--- src/sv/kehtd_pkg.sv ---
// Shared types, constants and helpers for the key edge history tap detector.
// No dependencies; the design, checker and testbench files import this package.
package kehtd_pkg;

    localparam int HISTORY_DEPTH = 8;
    localparam int KEY_COUNT     = 4;

    localparam int PTR_W     = (HISTORY_DEPTH > 1) ? $clog2(HISTORY_DEPTH) : 1;
    localparam int CNT_W     = $clog2(HISTORY_DEPTH + 1);
    localparam int KEY_IDX_W = (KEY_COUNT > 1) ? $clog2(KEY_COUNT) : 1;
    localparam int KEY_OUT   = (KEY_COUNT < 4) ? KEY_COUNT : 4;

    typedef logic [PTR_W-1:0]     ptr_t;
    typedef logic [CNT_W-1:0]     cnt_t;
    typedef logic [KEY_IDX_W-1:0] key_idx_t;

    // Classified key state codes.
    typedef enum logic [1:0] {
        KS_NONE     = 2'd0,
        KS_HELD     = 2'd1,
        KS_RELEASED = 2'd2,
        KS_PRESSED  = 2'd3
    } key_state_t;

    typedef enum logic [1:0] {
        FSM_IDLE,
        FSM_SCAN,
        FSM_FINISH
    } fsm_state_t;

    // Request action codes.
    localparam logic ACT_SAMPLE = 1'b0;
    localparam logic ACT_QUERY  = 1'b1;

    // Commands from the controller to the datapath.
    typedef struct packed {
        logic sample;       // classify levels and load the sample result
        logic query_start;  // capture the query and set up the scan
        logic step;         // scan one history entry
        logic query_out;    // load the query result
    } dp_cmd_t;

    // Status from the datapath to the controller.
    typedef struct packed {
        logic scan_done;
    } dp_sts_t;

    function automatic key_state_t classify(input logic now_lvl, input logic prev_lvl);
        if (now_lvl == prev_lvl)
            return now_lvl ? KS_HELD : KS_NONE;
        return now_lvl ? KS_PRESSED : KS_RELEASED;
    endfunction

    function automatic ptr_t ptr_inc(input ptr_t p);
        return (int'(p) >= HISTORY_DEPTH - 1) ? '0 : ptr_t'(int'(p) + 1);
    endfunction

    function automatic ptr_t ptr_dec(input ptr_t p);
        return (p == '0) ? ptr_t'(HISTORY_DEPTH - 1) : ptr_t'(int'(p) - 1);
    endfunction

endpackage

--- src/sv/kehtd_req_if.sv ---
// Request channel of the key edge history tap detector: valid/ready plus payload.
// No dependencies.
interface kehtd_req_if;
    logic       valid;
    logic       ready;
    logic       action;
    logic [3:0] key_levels;
    logic [1:0] query_key;
    logic [7:0] window_length;

    modport source (output valid, action, key_levels, query_key, window_length,
                    input ready);
    modport sink   (input valid, action, key_levels, query_key, window_length,
                    output ready);
endinterface

--- src/sv/kehtd_res_if.sv ---
// Result channel of the key edge history tap detector: valid/ready plus payload.
// No dependencies.
interface kehtd_res_if;
    logic       valid;
    logic       ready;
    logic [7:0] key_states;
    logic       tap_found;

    modport source (output valid, key_states, tap_found, input ready);
    modport sink   (input valid, key_states, tap_found, output ready);
endinterface

--- src/sv/key_edge_history_tap_detect.sv ---
// Top level of the key edge history tap detector.
// Depends on kehtd_pkg, kehtd_req_if, kehtd_res_if, kehtd_ctrl and kehtd_dp.
//
// Usage:
// Requests arrive on the request channel (valid/ready). A request with
// action = 0 samples the four key levels; each key is classified as none,
// held, released or pressed against its previous level, and a changed state
// is appended to that key's history ring of HISTORY_DEPTH entries. A request
// with action = 1 asks whether key query_key shows a tap (a press followed by
// a release) within its newest min(window_length, HISTORY_DEPTH) entries.
// Every request yields exactly one result on the result channel: key_states
// for a sample (tap_found 0), tap_found for a query (key_states 0).
// Sample and query flow: a sample is classified in the cycle it is accepted
// and its result is valid the next cycle, so samples can stream one per cycle
// while results are taken. A query walks the history ring one entry per cycle
// through a single read port, and the request channel stays not ready while
// it scans and until its result is loaded into the output register.
// Reset: all keys read as up, every history entry is none, all write
// pointers are zero and no result is pending.
// Stall: a result holds in the output register while the receiver is not
// ready; a new request is accepted only once that register is free or is
// being emptied in the same cycle.
module key_edge_history_tap_detect
    import kehtd_pkg::*;
(
    input  logic         clk,
    input  logic         rst_n,
    kehtd_req_if.sink    request,
    kehtd_res_if.source  result
);

    dp_cmd_t cmd;
    dp_sts_t sts;

    // The controller sequences each request; the datapath holds the key history, scan and result state.
    kehtd_ctrl u_ctrl (
        .clk        (clk),
        .rst_n      (rst_n),
        .req_valid  (request.valid),
        .req_action (request.action),
        .req_ready  (request.ready),
        .res_valid  (result.valid),
        .res_ready  (result.ready),
        .cmd        (cmd),
        .sts        (sts)
    );

    kehtd_dp u_dp (
        .clk           (clk),
        .rst_n         (rst_n),
        .cmd           (cmd),
        .sts           (sts),
        .key_levels    (request.key_levels),
        .query_key     (request.query_key),
        .window_length (request.window_length),
        .key_states    (result.key_states),
        .tap_found     (result.tap_found)
    );

endmodule

--- src/sv/kehtd_ctrl.sv ---
// Controller state machine of the key edge history tap detector.
// Depends on kehtd_pkg.
module kehtd_ctrl
    import kehtd_pkg::*;
(
    input  logic     clk,
    input  logic     rst_n,
    input  logic     req_valid,
    input  logic     req_action,
    output logic     req_ready,
    output logic     res_valid,
    input  logic     res_ready,
    output dp_cmd_t  cmd,
    input  dp_sts_t  sts
);

    fsm_state_t state_reg, state_next;
    logic       res_valid_reg, res_valid_next;
    logic       out_free;

    assign out_free  = !res_valid_reg || res_ready;
    assign res_valid = res_valid_reg;

    always_ff @(posedge clk or negedge rst_n)
    begin
        if (!rst_n)
        begin
            state_reg     <= FSM_IDLE;
            res_valid_reg <= 1'b0;
        end
        else
        begin
            state_reg     <= state_next;
            res_valid_reg <= res_valid_next;
        end
    end

    always_comb
    begin
        state_next     = state_reg;
        cmd            = '0;
        req_ready      = 1'b0;
        res_valid_next = res_valid_reg && !res_ready;
        unique case (state_reg)
            FSM_IDLE:
            begin
                req_ready = out_free;
                if (req_valid && out_free)
                begin
                    if (req_action == ACT_SAMPLE)
                    begin
                        cmd.sample     = 1'b1;
                        res_valid_next = 1'b1;
                    end
                    else
                    begin
                        cmd.query_start = 1'b1;
                        state_next      = FSM_SCAN;
                    end
                end
            end
            FSM_SCAN:
            begin
                if (sts.scan_done)
                    state_next = FSM_FINISH;
                else
                    cmd.step = 1'b1;
            end
            FSM_FINISH:
            begin
                if (out_free)
                begin
                    cmd.query_out  = 1'b1;
                    res_valid_next = 1'b1;
                    state_next     = FSM_IDLE;
                end
            end
            default:
            begin
                state_next = FSM_IDLE;
            end
        endcase
    end

endmodule

--- src/sv/kehtd_dp.sv ---
// Datapath of the key edge history tap detector: levels, history rings,
// write pointers, scan registers and the result register. Depends on kehtd_pkg.
module kehtd_dp
    import kehtd_pkg::*;
(
    input  logic       clk,
    input  logic       rst_n,
    input  dp_cmd_t    cmd,
    output dp_sts_t    sts,
    input  logic [3:0] key_levels,
    input  logic [1:0] query_key,
    input  logic [7:0] window_length,
    output logic [7:0] key_states,
    output logic       tap_found
);

    logic       [KEY_COUNT-1:0] last_levels_reg;
    key_state_t                 hist_reg   [KEY_COUNT][HISTORY_DEPTH];
    key_state_t                 newest_reg [KEY_COUNT];
    ptr_t                       ptr_reg    [KEY_COUNT];

    key_idx_t qkey_reg;
    ptr_t     pos_reg;
    cnt_t     rem_reg;
    logic     seen_rel_reg;
    logic     seen_press_reg;

    logic [7:0] key_states_reg;
    logic       tap_found_reg;

    // Per-key classification for a sample.
    logic       [KEY_COUNT-1:0] now_lvl;
    key_state_t                 new_st  [KEY_COUNT];
    logic       [KEY_COUNT-1:0] changed;
    ptr_t                       ptr_adv [KEY_COUNT];
    logic [7:0]                 states_packed;

    always_comb
    begin
        states_packed = '0;
        for (int k = 0; k < KEY_COUNT; k++)
        begin
            now_lvl[k] = (k < 4) ? key_levels[k[1:0]] : 1'b0;
            new_st[k]  = classify(now_lvl[k], last_levels_reg[k]);
            changed[k] = (new_st[k] != newest_reg[k]);
            ptr_adv[k] = ptr_inc(ptr_reg[k]);
        end
        for (int k = 0; k < KEY_OUT; k++)
            states_packed[2*k +: 2] = new_st[k];
    end

    // Query setup.
    logic       key_ok;
    key_idx_t   key_ext;
    cnt_t       win_cnt;

    assign key_ok  = (int'(query_key) < KEY_COUNT);
    assign key_ext = key_idx_t'(query_key);
    assign win_cnt = (int'(window_length) > HISTORY_DEPTH) ? cnt_t'(HISTORY_DEPTH)
                                                         : cnt_t'(window_length);

    // One scan step: newest entry first, walking backwards.
    key_state_t scan_st;
    logic       seen_rel_next;
    logic       seen_press_next;

    assign scan_st         = hist_reg[qkey_reg][pos_reg];
    assign seen_rel_next   = seen_rel_reg || (scan_st == KS_RELEASED);
    assign seen_press_next = seen_press_reg || (seen_rel_next && scan_st == KS_PRESSED);

    assign sts.scan_done = (rem_reg == '0);

    always_ff @(posedge clk or negedge rst_n)
    begin
        if (!rst_n)
        begin
            last_levels_reg <= '0;
            for (int k = 0; k < KEY_COUNT; k++)
            begin
                ptr_reg[k]    <= '0;
                newest_reg[k] <= KS_NONE;
                for (int d = 0; d < HISTORY_DEPTH; d++)
                    hist_reg[k][d] <= KS_NONE;
            end
            rem_reg <= '0;
        end
        else
        begin
            if (cmd.sample)
            begin
                last_levels_reg <= now_lvl;
                for (int k = 0; k < KEY_COUNT; k++)
                begin
                    if (changed[k])
                    begin
                        ptr_reg[k]              <= ptr_adv[k];
                        newest_reg[k]           <= new_st[k];
                        hist_reg[k][ptr_adv[k]] <= new_st[k];
                    end
                end
            end
            if (cmd.query_start)
                rem_reg <= key_ok ? win_cnt : '0;
            else if (cmd.step)
                rem_reg <= rem_reg - 1'b1;
        end
    end

    // Scan and result payload registers.
    always_ff @(posedge clk)
    begin
        if (cmd.query_start)
        begin
            qkey_reg       <= key_ok ? key_ext : '0;
            pos_reg        <= key_ok ? ptr_reg[key_ext] : '0;
            seen_rel_reg   <= 1'b0;
            seen_press_reg <= 1'b0;
        end
        else if (cmd.step)
        begin
            pos_reg        <= ptr_dec(pos_reg);
            seen_rel_reg   <= seen_rel_next;
            seen_press_reg <= seen_press_next;
        end

        if (cmd.sample)
        begin
            key_states_reg <= states_packed;
            tap_found_reg  <= 1'b0;
        end
        else if (cmd.query_out)
        begin
            key_states_reg <= '0;
            tap_found_reg  <= seen_rel_reg && seen_press_reg;
        end
    end

    assign key_states = key_states_reg;
    assign tap_found  = tap_found_reg;

endmodule

--- src/flat_wrapper.sv ---
// flat-port wrapper written by rule: the top's interface ports become plain ports
module key_edge_history_tap_detect_flat import kehtd_pkg::*;
  (clk, rst_n, request_valid, request_action, request_key_levels, request_query_key, request_window_length, request_ready, result_valid, result_key_states, result_tap_found, result_ready);
  kehtd_req_if request_i ();
  kehtd_res_if result_i ();
  input  logic clk;
  input  logic rst_n;
  input wire logic [$bits(request_i.valid)-1:0] request_valid;
  input wire logic [$bits(request_i.action)-1:0] request_action;
  input wire logic [$bits(request_i.key_levels)-1:0] request_key_levels;
  input wire logic [$bits(request_i.query_key)-1:0] request_query_key;
  input wire logic [$bits(request_i.window_length)-1:0] request_window_length;
  output wire logic [$bits(request_i.ready)-1:0] request_ready;
  output wire logic [$bits(result_i.valid)-1:0] result_valid;
  output wire logic [$bits(result_i.key_states)-1:0] result_key_states;
  output wire logic [$bits(result_i.tap_found)-1:0] result_tap_found;
  input wire logic [$bits(result_i.ready)-1:0] result_ready;
  assign request_i.valid = request_valid;
  assign request_i.action = request_action;
  assign request_i.key_levels = request_key_levels;
  assign request_i.query_key = request_query_key;
  assign request_i.window_length = request_window_length;
  assign request_ready = request_i.ready;
  assign result_valid = result_i.valid;
  assign result_key_states = result_i.key_states;
  assign result_tap_found = result_i.tap_found;
  assign result_i.ready = result_ready;
  key_edge_history_tap_detect u_core (.clk(clk), .rst_n(rst_n), .request(request_i), .result(result_i));
endmodule
--- config.mk ---
export PLATFORM = sky130hd
export DESIGN_NAME = key_edge_history_tap_detect_flat
export DESIGN_NICKNAME = d
export VERILOG_FILES = /design/src/sv/kehtd_pkg.sv /design/src/sv/kehtd_req_if.sv /design/src/sv/kehtd_res_if.sv /design/src/sv/key_edge_history_tap_detect.sv /design/src/sv/kehtd_ctrl.sv /design/src/sv/kehtd_dp.sv /design/src/flat_wrapper.sv
export SDC_FILE = /design/constraint.sdc
export NUM_CORES = 1
export LEC_CHECK = 0
export ABC_AREA = 1
export BUFFER_PORTS_ARGS = -buffer_cell sky130_fd_sc_hd__buf_2
export CORE_AREA = 2 2 102 104
export CTS_CLUSTER_SIZE = 24
export DETAILED_ROUTE_END_ITERATION = 7
export DIE_AREA = 0 0 104 106
export PLACE_DENSITY = 0.75
export SYNTH_ARGS = -nofsm -noshare
export SYNTH_HDL_FRONTEND = slang
export SYNTH_SLANG_ARGS = --single-unit
--- constraint.sdc ---
create_clock -name clk -period 1.95 [get_ports clk]
set_input_delay 0.195 -clock clk [delete_from_list [all_inputs] [get_ports clk]]
set_output_delay 0.195 -clock clk [all_outputs]
set_load 0.02 [all_outputs]
==> impl_results.md, run 1 <==
- Share of cells above drive strength 1: 17.6%
- CTS Sinks: 111
- Final core utilization: 63.3%
- Worst r2r path cells: 10
- Largest net degree at the start of global routing: 46
- I/O Buffers: 29
- Total number of yosys warnings: 0
- Clock network fraction of design power: 16.1%
- Number of flip-flops in the largest register: 64
- Status: finished with violations
- Worst supply voltage drop on vdd: 0.931 mV
- Flop pwr share: 41.6%
- CTS root buffer: clkbuf_8
- Commonest non-fill, non-tap cell in the layout: nand2_1
- Post-synthesis sequential area ratio: 52.5%
- Syn Inst Count: 675
- Critical-path cell list: nor2_2, inv_2, or2_4, nor3_4, buf_6, nand2_8, nor3_4, nand2_2, nand2_1, o21ai_1
- Tightest Hold Check Type: in2reg
- NetSw: 4050 uW
- Clock Skew: 0.0104 ns
- Slew margin rel.: 58.8%
- First-pass DRT Iterations: 5
- Tmin final: 2.02 ns
- Final WL: 14000 microns
- Area growth syn-to-layout: 17.6%
- Syn avg cell area: 7.97 sq um
- # IOs: 30
- CP bufs+invs: 2
- Register bit total from synthesis: 111
- Via Count: 4789
- Initial DRC count: 436
- Crit. path cell count: 10
- Leak: 0.00298 uW
- Top cells by area, synth: dfrtp_1 (44%), nand2_1 (15%), edfxtp_1 (7.3%), nand3_1 (7.0%), o21ai_0 (5.7%)
- Drt drc: 0
- Internal: 5520 uW
- CP Max Fanout: 4
- Worst Path Required: 2.21 ns
- RSZ-0062 raised after global routing: yes
- Max cap viols: 0
- Slew at the pin with the worst max-slew slack: 0.618 ns
- CP startpoint kind: flop
- Violated checks: setup timing
- Num rows: 37
- Crit share post-route: 103%
- Final hold violation count: 0
- Synth area leader: dfrtp_1
- Die X: 104 microns
- Grt ovf: 0
- WHS Path Cells: 3
- Area of the die: 11000 sq um
- Clock latency on the worst-skew pair: 0.38 ns
- Cts bufs inserted: 9
- CP max stage delay: 0.40 ns
- Crit path DAT: 2.28 ns
- Vias per std cell: 5.47
- Pins Over Slew Limit: 0
- Fin nets: 764
- Die Y-Extent: 106 microns
- Initial Util: 53.8%
- Combinational Power Share: 42.3%
- Setup ws final: -0.0674 ns
- Yosys top cell area share: 44.2%
- Switching part of the total: 42.3%
- Fmax: 496 MHz
- Worst setup EP type: flop
- HPWL Detailed: 10400 microns
- Max clock buf depth: 2
- N_diodes: 0
- CP most frequent cell: nor3_4
- Final ANT Viol Nets: 0
- Wire per inst: 16.0 microns
- First-pass GRT wire length: 22500 microns
- Post-synthesis cell type count: 29
- H-Tree Depth: 3
- Commonest non-fill, non-tap cells in the layout: nand2_1 (195), dfrtp_1 (95), nand3_1 (71)
- Critical setup path kind: reg2reg
- Fillers: 861
- Worst-path clk slew: 0.10 ns
- Initial antenna violation count: 0
- Vias in the first global route: 4549
- Core area: 10000 sq um
- CTS tree: done
- PD cells: 1510 nW/um^2
- Endpoints failing setup: 10
- Slowest cell on the critical path: dfrtp_1
- Syn nets: 705
- Total track usage: 26.3%
- Mapped Area: 5380 sq um
- Placer Congestion: 0.927
- Setup TNS: -0.331 ns
- Top delay family on crit path: simple AND/OR/NAND/NOR gates
## per-layer routing
metal / vias to the layer above / track usage (%) / wire (microns)
met5: - / 0 / 0
met4: 0 / 12.1 / 439
met3: 26 / 3.74 / 813
met2: 162 / 42.8 / 6660
met1: 2277 / 35.1 / 6130
li1: 2324 / - / -
## power groups by stage
stage                     clock network (uW)  logic, uW  registers (uW)
after floorplan                            0       2510            3830
after global placement                     0       3470            3960
after detailed placement                   0       3630            3990
after CTS                               1550       3660            3960
after global routing                    1640       4570            4090
final                                   1540       4050            3990
## cells in the mapped netlist
library cell	number
nand2_1	214
dfrtp_1	95
nand3_1	75
nor2_1	67
o21ai_0	61
inv_1	45
o21ai_1	24
clkbuf_1	16
a21oi_1	15
edfxtp_1	13
ha_1	11
xnor2_1	8
a31oi_1	4
or2_2	4
a211oi_1	3
dfxtp_1	3
inv_2	3
clkinv_1	2
nand2_2	2
a21oi_2	1
buf_2	1
nor3_2	1
nor3_4	1
o211ai_1	1
o22ai_1	1
o32ai_1	1
or2_1	1
or3_1	1
xor2_1	1
## tightest hold or removal path: cells and delay by family
family                 cells  cell delay [ns]
buffers and inverters      1             0.09
and+or+nand+nor            2             0.13
## through the flow
| stage | cell area, sq um | total power, uW | setup slack [ns] | hold slack [ns] | cells |
|---|---|---|---|---|---|
| final | 6330 | 9570 | -0.0674 | 0.0604 | 875 |
| after global routing | 6330 | 10300 | -0.187 | 0.0849 | 875 |
| after CTS | 6100 | 9170 | -0.00389 | 0.0452 | 868 |
| after detailed placement | 5870 | 7620 | 0.00855 | 0.240 | 851 |
| after global placement | 5870 | 7430 | 0.0800 | 0.231 | 851 |
| after floorplan | 5380 | 6340 | 0.0402 | -0.101 | 675 |
## worst paths after layout
kind	from	to	slack [ns]
max	u_core.u_ctrl.state_reg[1]	u_core.u_dp.hist_reg[20]	-0.07
min	request_window_length[0]	u_core.u_dp.rem_reg[0]	0.06
max reg2reg	u_core.u_ctrl.state_reg[1]	u_core.u_dp.hist_reg[20]	-0.07
min reg2reg	u_core.u_dp.hist_reg[44]	u_core.u_dp.hist_reg[44]	0.49
max in group asynchronous	rst_n	u_core.u_dp.ptr_reg[2]	0.95
min in group asynchronous	rst_n	u_core.u_dp.hist_reg[49]	0.36
## cells by family after synthesis
logic type	Yosys count	share of synthesized area [%]
adder cells (fa/ha/maj)	11	2.56
buffers and inverters	67	4.70
flip-flops	111	52.5
AND/OR/NAND/NOR	366	28.0
AO/OA/AOI/OAI	111	10.8
XOR/XNOR	9	1.46
## what timing repair did
action / in CTS / in global routing
hold buffers: 1 / 0
gates cloned: 0 / 0
setup endpoints to repair: 6 / 73
resized for setup: 1 / 54
pin swaps: 0 / 6
setup buffers: 0 / 7
endpoints found under the hold margin: 41 / 0
## area by class of cell
class	count	area (sq um)	share of cell area [%]
sequential	111	2830	44.7
multi-input combinational	497	2470	38.9
timing repair buffer	65	457	7.21
inverter	50	190	3.00
tap	136	170	2.69
clock buffer	10	138	2.17
clock inverter	6	83.8	1.32
Power figures use the tool's default switching activity.
==> inputs of run 2 (changes only) <==
BUFFER_PORTS_ARGS = not set   (was -buffer_cell sky130_fd_sc_hd__buf_2)
CORE_AREA = 2 2 107 109   (was 2 2 102 104)
CTS_CLUSTER_DIAMETER = 80   (was not set)
DIE_AREA = 0 0 109 111   (was 0 0 104 106)
DONT_BUFFER_PORTS = 1   (was not set)
PLACE_DENSITY = 0.67   (was 0.75)
==> impl_results.md, run 2 (synthesized netlist as in run 1, its figures left out) <==
- Placer Congestion: 0.884
- Vias in the first global route: 4499
- Setup TNS: 0 ns
- Final std cells w/o fill: 852
- CTS tree: done
- Status: finished with violations
- Initial DRC count: 368
- Crit share post-route: 96.4%
- Via Count: 4603
- Max clock buf depth: 2
- Crit path launch: u_core.u_ctrl.state_reg[0]
- Slowest cell on the critical path: dfrtp_1
- Critical setup path kind: reg2reg
- # IOs: 30
- CP max stage delay: 0.40 ns
- Tightest Hold Check Type: in2async
- First-pass DRT Iterations: 5
- Largest net degree at the start of global routing: 96
- CP Max Fanout: 4
- HPWL Detailed: 9840 microns
- Worst setup EP type: flop
- First-pass GRT wire length: 22300 microns
- Final ANT Viol Nets: 0
- Fin nets: 734
- PD cells: 1540 nW/um^2
- Slew margin rel.: 72.7%
- RSZ-0062 raised after global routing: yes
- Worst r2r path cells: 11
- Critical-path cell list: nor2_2, inv_1, or2_4, nor3_4, buf_6, buf_4, nand2_4, nor2_4, nand2_1, nand2_1, o21ai_0
- CTS root buffer: clkbuf_16
- Reg2reg start: u_core.u_ctrl.state_reg[0]
- Final hold violation count: 95
- Total track usage: 24.0%
- Initial antenna violation count: 0
- Fmax: 532 MHz
- R2R Path End: u_core.u_dp.hist_reg[3]
- Commonest non-fill, non-tap cells in the layout: nand2_1 (209), dfrtp_1 (95), nand3_1 (70)
- Area of the die: 12100 sq um
- Hold WS: -0.466 ns
- Leak: 0.00285 uW
- Final WL: 13500 microns
- Violated checks: hold timing
- Crit path DAT: 2.11 ns
- Clock Skew: 0.00748 ns
- Number of flip-flops in the largest register: 64
- Commonest non-fill, non-tap cell in the layout: nand2_1
- Worst R2R Setup Slack: 0.07 ns
- Register area: 2830 sq um
- Endpoints failing setup: 0
- Grt ovf: 0
- Worst-path clk slew: 0.07 ns
- N_diodes: 0
- Vias per std cell: 5.40
- CP most frequent cell: nand2_1
- Initial Util: 48.6%
- Wire per inst: 15.8 microns
- Clock latency on the worst-skew pair: 0.35 ns
- CP startpoint kind: flop
- Pins Over Slew Limit: 0
- Area growth syn-to-layout: 14.2%
- H-Tree Depth: 3
- Cts bufs inserted: 9
- Max cap viols: 0
- Core area: 11100 sq um
- CTS Sinks: 111
- Placed Cells: 832
- Die X: 109 microns
- Worst Path Required: 2.18 ns
- Num rows: 39
- I/O Buffers: 0
- Tmin final: 1.88 ns
- Multi-input logic area: 2410 sq um
- Share of cells above drive strength 1: 11.1%
- Fillers: 1048
- Hold-fix buffers at CTS: 2
- Final core utilization: 55.5%
- Worst supply voltage drop on vdd: 0.764 mV
- Die Y-Extent: 111 microns
- Slew at the pin with the worst max-slew slack: 0.409 ns
- Drt drc: 0
run 2: metrics by stage:
stage	setup WS [ns]	power, uW	instance area [sq um]	hold WS (ns)
after CTS	-0.00803	9310	6070	-0.474
after global routing	-0.0574	10100	6150	-0.477
after global placement	-0.0460	7380	5740	-0.0964
after detailed placement	-0.0722	7530	5740	-0.0964
after floorplan	0.0402	6340	5380	-0.101
final	0.0701	9440	6150	-0.466
run 2: worst max-delay path by stage:
stage | slack, ns | cells past startpoint | end
floorplan | 0.04 | 7 | u_core.u_dp.key_states[0]
global placement | -0.05 | 9 | u_core.u_dp.hist_reg[44]
detailed placement | -0.07 | 9 | u_core.u_dp.hist_reg[44]
CTS | -0.008 | 11 | u_core.u_dp.hist_reg[8]
global route | -0.06 | 11 | u_core.u_dp.hist_reg[8]
finish | 0.07 | 11 | u_core.u_dp.hist_reg[3]
run 2: worst max-delay path, delay by kind of cell, from the launching register on:
family / cells / cell delay [ns]
compound gates: 1 / 0.08
flops: 1 / 0.40
buf+inv: 3 / 0.34
simple gates: 7 / 0.93
run 2: power by group:
part | total [uW] | switching, uW | internal, uW
sequential | 4080 | 775 | 3310
combinational | 3680 | 2280 | 1400
clock | 1680 | 810 | 868
total | 9440 | 3870 | 5580
run 2: area by class of cell:
class                      count  share of cell area (%)
multi-input combinational    497                    39.2
clock buffer                  13                    3.91
tap                          143                    2.91
clock inverter                 3                   0.326
timing repair buffer          35                    4.62
sequential                   111                    46.0
inverter                      50                    3.05
run 2: routing by layer:
| metal | vias up | wire length, microns | track usage [%] |
|---|---|---|---|
| met1 | 2220 | 6150 | 33.6 |
| met2 | 104 | 6450 | 37.9 |
| met4 | 0 | 253 | 8.03 |
| met3 | 19 | 602 | 4.12 |
| met5 | - | 0 | 0 |
| li1 | 2260 | - | - |
run 2: repair_timing:
item	in CTS	in global routing
gates resized for setup	13	18
endpoints found under the setup margin	27	84
endpoints found under the hold margin	97	95
pin swaps	1	2
setup buffers	1	1
==> inputs of run 3 (changes only) <==
ABC_AREA = not set   (was 1)
CORE_AREA = 2 2 108 110   (was 2 2 107 109)
DIE_AREA = 0 0 110 112   (was 0 0 109 111)
==> impl_results.md, run 3 <==
- Top cells by area, synth: dfrtp_1 (43%), mux2_2 (12%), edfxtp_1 (7.1%), mux4_2 (4.1%), nand2_1 (3.8%)
- CP max stage delay: 0.46 ns
- Clock latency on the worst-skew pair: 0.36 ns
- Hold-fix buffers at CTS: 7
- Initial antenna violation count: 0
- Crit path DAT: 2.40 ns
- Violated checks: hold timing, setup timing
- H-Tree Depth: 3
- Core area: 11200 sq um
- Multi-input logic area: 3160 sq um
- Die Y-Extent: 112 microns
- Cts bufs inserted: 9
- Commonest non-fill, non-tap cell in the layout: dfrtp_1
- Syn Inst Count: 457
- Initial DRC count: 339
- CP most frequent cell: buf_6
- Total track usage: 24.0%
- N_diodes: 0
- Leak: 0.00343 uW
- Register area: 2830 sq um
- Grt ovf: 0
- First-pass GRT wire length: 22000 microns
- Slowest cell on the critical path: or4_4
- First-pass DRT Iterations: 4
- Slew margin rel.: 70.0%
- Final ANT Viol Nets: 0
- Area growth syn-to-layout: 34.4%
- HPWL Detailed: 9810 microns
- Commonest non-fill, non-tap cells in the layout: dfrtp_1 (92), buf_4 (72), nand2_1 (46)
- Worst supply voltage drop on vdd: 0.799 mV
- Pins Over Slew Limit: 0
- Die X: 110 microns
- Async SR Flop Fraction: 85.6%
- Mapped Area: 5510 sq um
- Wire per inst: 20.9 microns
- Max cap viols: 0
- Slew at the pin with the worst max-slew slack: 0.449 ns
- Number of flip-flops in the largest register: 64
- CTS root buffer: clkbuf_16
- Via Count: 4020
- Max clock buf depth: 2
- CTS tree: done
- Fmax: 464 MHz
- Setup ws final: -0.207 ns
- Post-synth top cells: dfrtp_1 (95), mux2_2 (57), nand2_1 (55), nor2_1 (23), mux2_1 (16)
- Vias in the first global route: 4162
- Worst setup EP type: flop
- Drt drc: 0
- Total number of yosys warnings: 0
- Num rows: 39
- RSZ-0062 raised after global routing: yes
- Yosys top cell area share: 43.2%
- Syn nets: 487
- Most used DFF post-synth: dfrtp_1
- Crit share post-route: 111%
- # IOs: 30
- Reg2reg start: u_core.u_ctrl.state_reg[1]
- Endpoints failing setup: 53
- Placed Cells: 655
- CP startpoint kind: flop
- Worst-path clk slew: 0.08 ns
- CTS Sinks: 111
- Fillers: 785
- Post-synthesis sequential area ratio: 51.4%
- Vias per std cell: 5.75
- Placer Congestion: 0.942
- Syn avg cell area: 12.0 sq um
- Area of the die: 12300 sq um
- PD cells: 1580 nW/um^2
- Final hold violation count: 95
- Tmin final: 2.16 ns
- Initial Util: 49.3%
- Clock Skew: 0.00987 ns
- Largest net degree at the start of global routing: 96
- Synth area leader: dfrtp_1
- Status: finished with violations
- Critical-path cell list: buf_6, nor4_4, buf_4, buf_12, buf_6, o21ai_4, or4_4, mux2_4
- Hold WS: -0.473 ns
- Most common cell in the synthesized netlist: dfrtp_1
- Post-synth EDFFs: 13
- CP Max Fanout: 5
- Tightest Hold Check Type: in2async
- Post-synthesis cell type count: 48
- Final WL: 14600 microns
- Share of cells above drive strength 1: 46.9%
- I/O Buffers: 0
- Crit path launch: u_core.u_ctrl.state_reg[1]
- Critical setup path kind: reg2reg
- Register bit total from synthesis: 111
- Fin nets: 581
- Worst Path Required: 2.19 ns
- Final std cells w/o fill: 699
[run 3: per-stage QoR]
| stage | power, uW | utilization, % | instance area [sq um] | setup TNS, ns | worst slack [ns] |
|---|---|---|---|---|---|
| final | 11700 | 66.2 | 7400 | -5.08 | -0.207 |
| after global routing | 12300 | 66.2 | 7400 | -8.41 | -0.255 |
| after CTS | 10900 | 62.5 | 6990 | -2.49 | -0.133 |
| after detailed placement | 8620 | 56.4 | 6300 | -3.25 | -0.161 |
| after global placement | 8450 | 56.4 | 6300 | -2.04 | -0.102 |
| after floorplan | 6790 | - | 5640 | -0.389 | -0.0269 |
[run 3: power by group]
part	internal (uW)	switching, uW
logic	2920	2750
clock network	899	903
registers	3370	830
[run 3: critical path, delay by kind of cell, from the launching register on]
family	cells	cell delay [ns]
mux	1	0.31
flops	1	0.43
buf+inv	4	0.54
simple gates	2	0.69
compound gates	1	0.07
[run 3: cell families after synthesis]
family	share of synthesized area, %
and+or+nand+nor	13.8
DFF	51.4
muxes	21.6
AOI/OAI and AO/OA	6.09
buffers and inverters	1.95
xor gates and xnor gates	2.75
adders and majority gates	2.50
[run 3: path summary, 6_finish.rpt]
path	endpoint	slack, ns	depth (start not counted)
setup reg to reg	u_core.u_dp.hist_reg[6]	-0.21	8
hold reg to reg	u_core.u_dp.seen_press_reg	0.48	2
hold / removal	u_core.u_dp.last_levels_reg[0]	-0.47	0
setup / recovery	u_core.u_dp.hist_reg[6]	-0.21	8
max in group asynchronous	u_core.u_dp.ptr_reg[0]	2.20	0
min in group clk	u_core.u_dp.newest_reg[4]	0.03	2
[run 3: per-layer routing]
layer	wire length, microns	vias up	GRT usage [%]
met5	0	-	0
li1	-	1848	-
met2	7480	94	38.6
met1	6080	2060	31.6
met4	339	0	8.35
met3	679	18	5.68
[run 3: final cells by class]
class,count,share of cell area (%)
Clock buffer,11,3.15
Tap cell,143,2.42
Inverter,10,0.507
Sequential cell,111,38.3
Timing Repair Buffer,100,12.3
Clock inverter,5,0.660
Multi-Input combinational cell,319,42.7
[run 3: what timing repair did]
| item | CTS | global route |
|---|---|---|
| cloned | 0 | 1 |
| gates resized for setup | 53 | 69 |
| setup buffers | 11 | 12 |
| endpoints found under the hold margin | 136 | 95 |
| endpoints found under the setup margin | 53 | 72 |
| pin swaps | 8 | 23 |
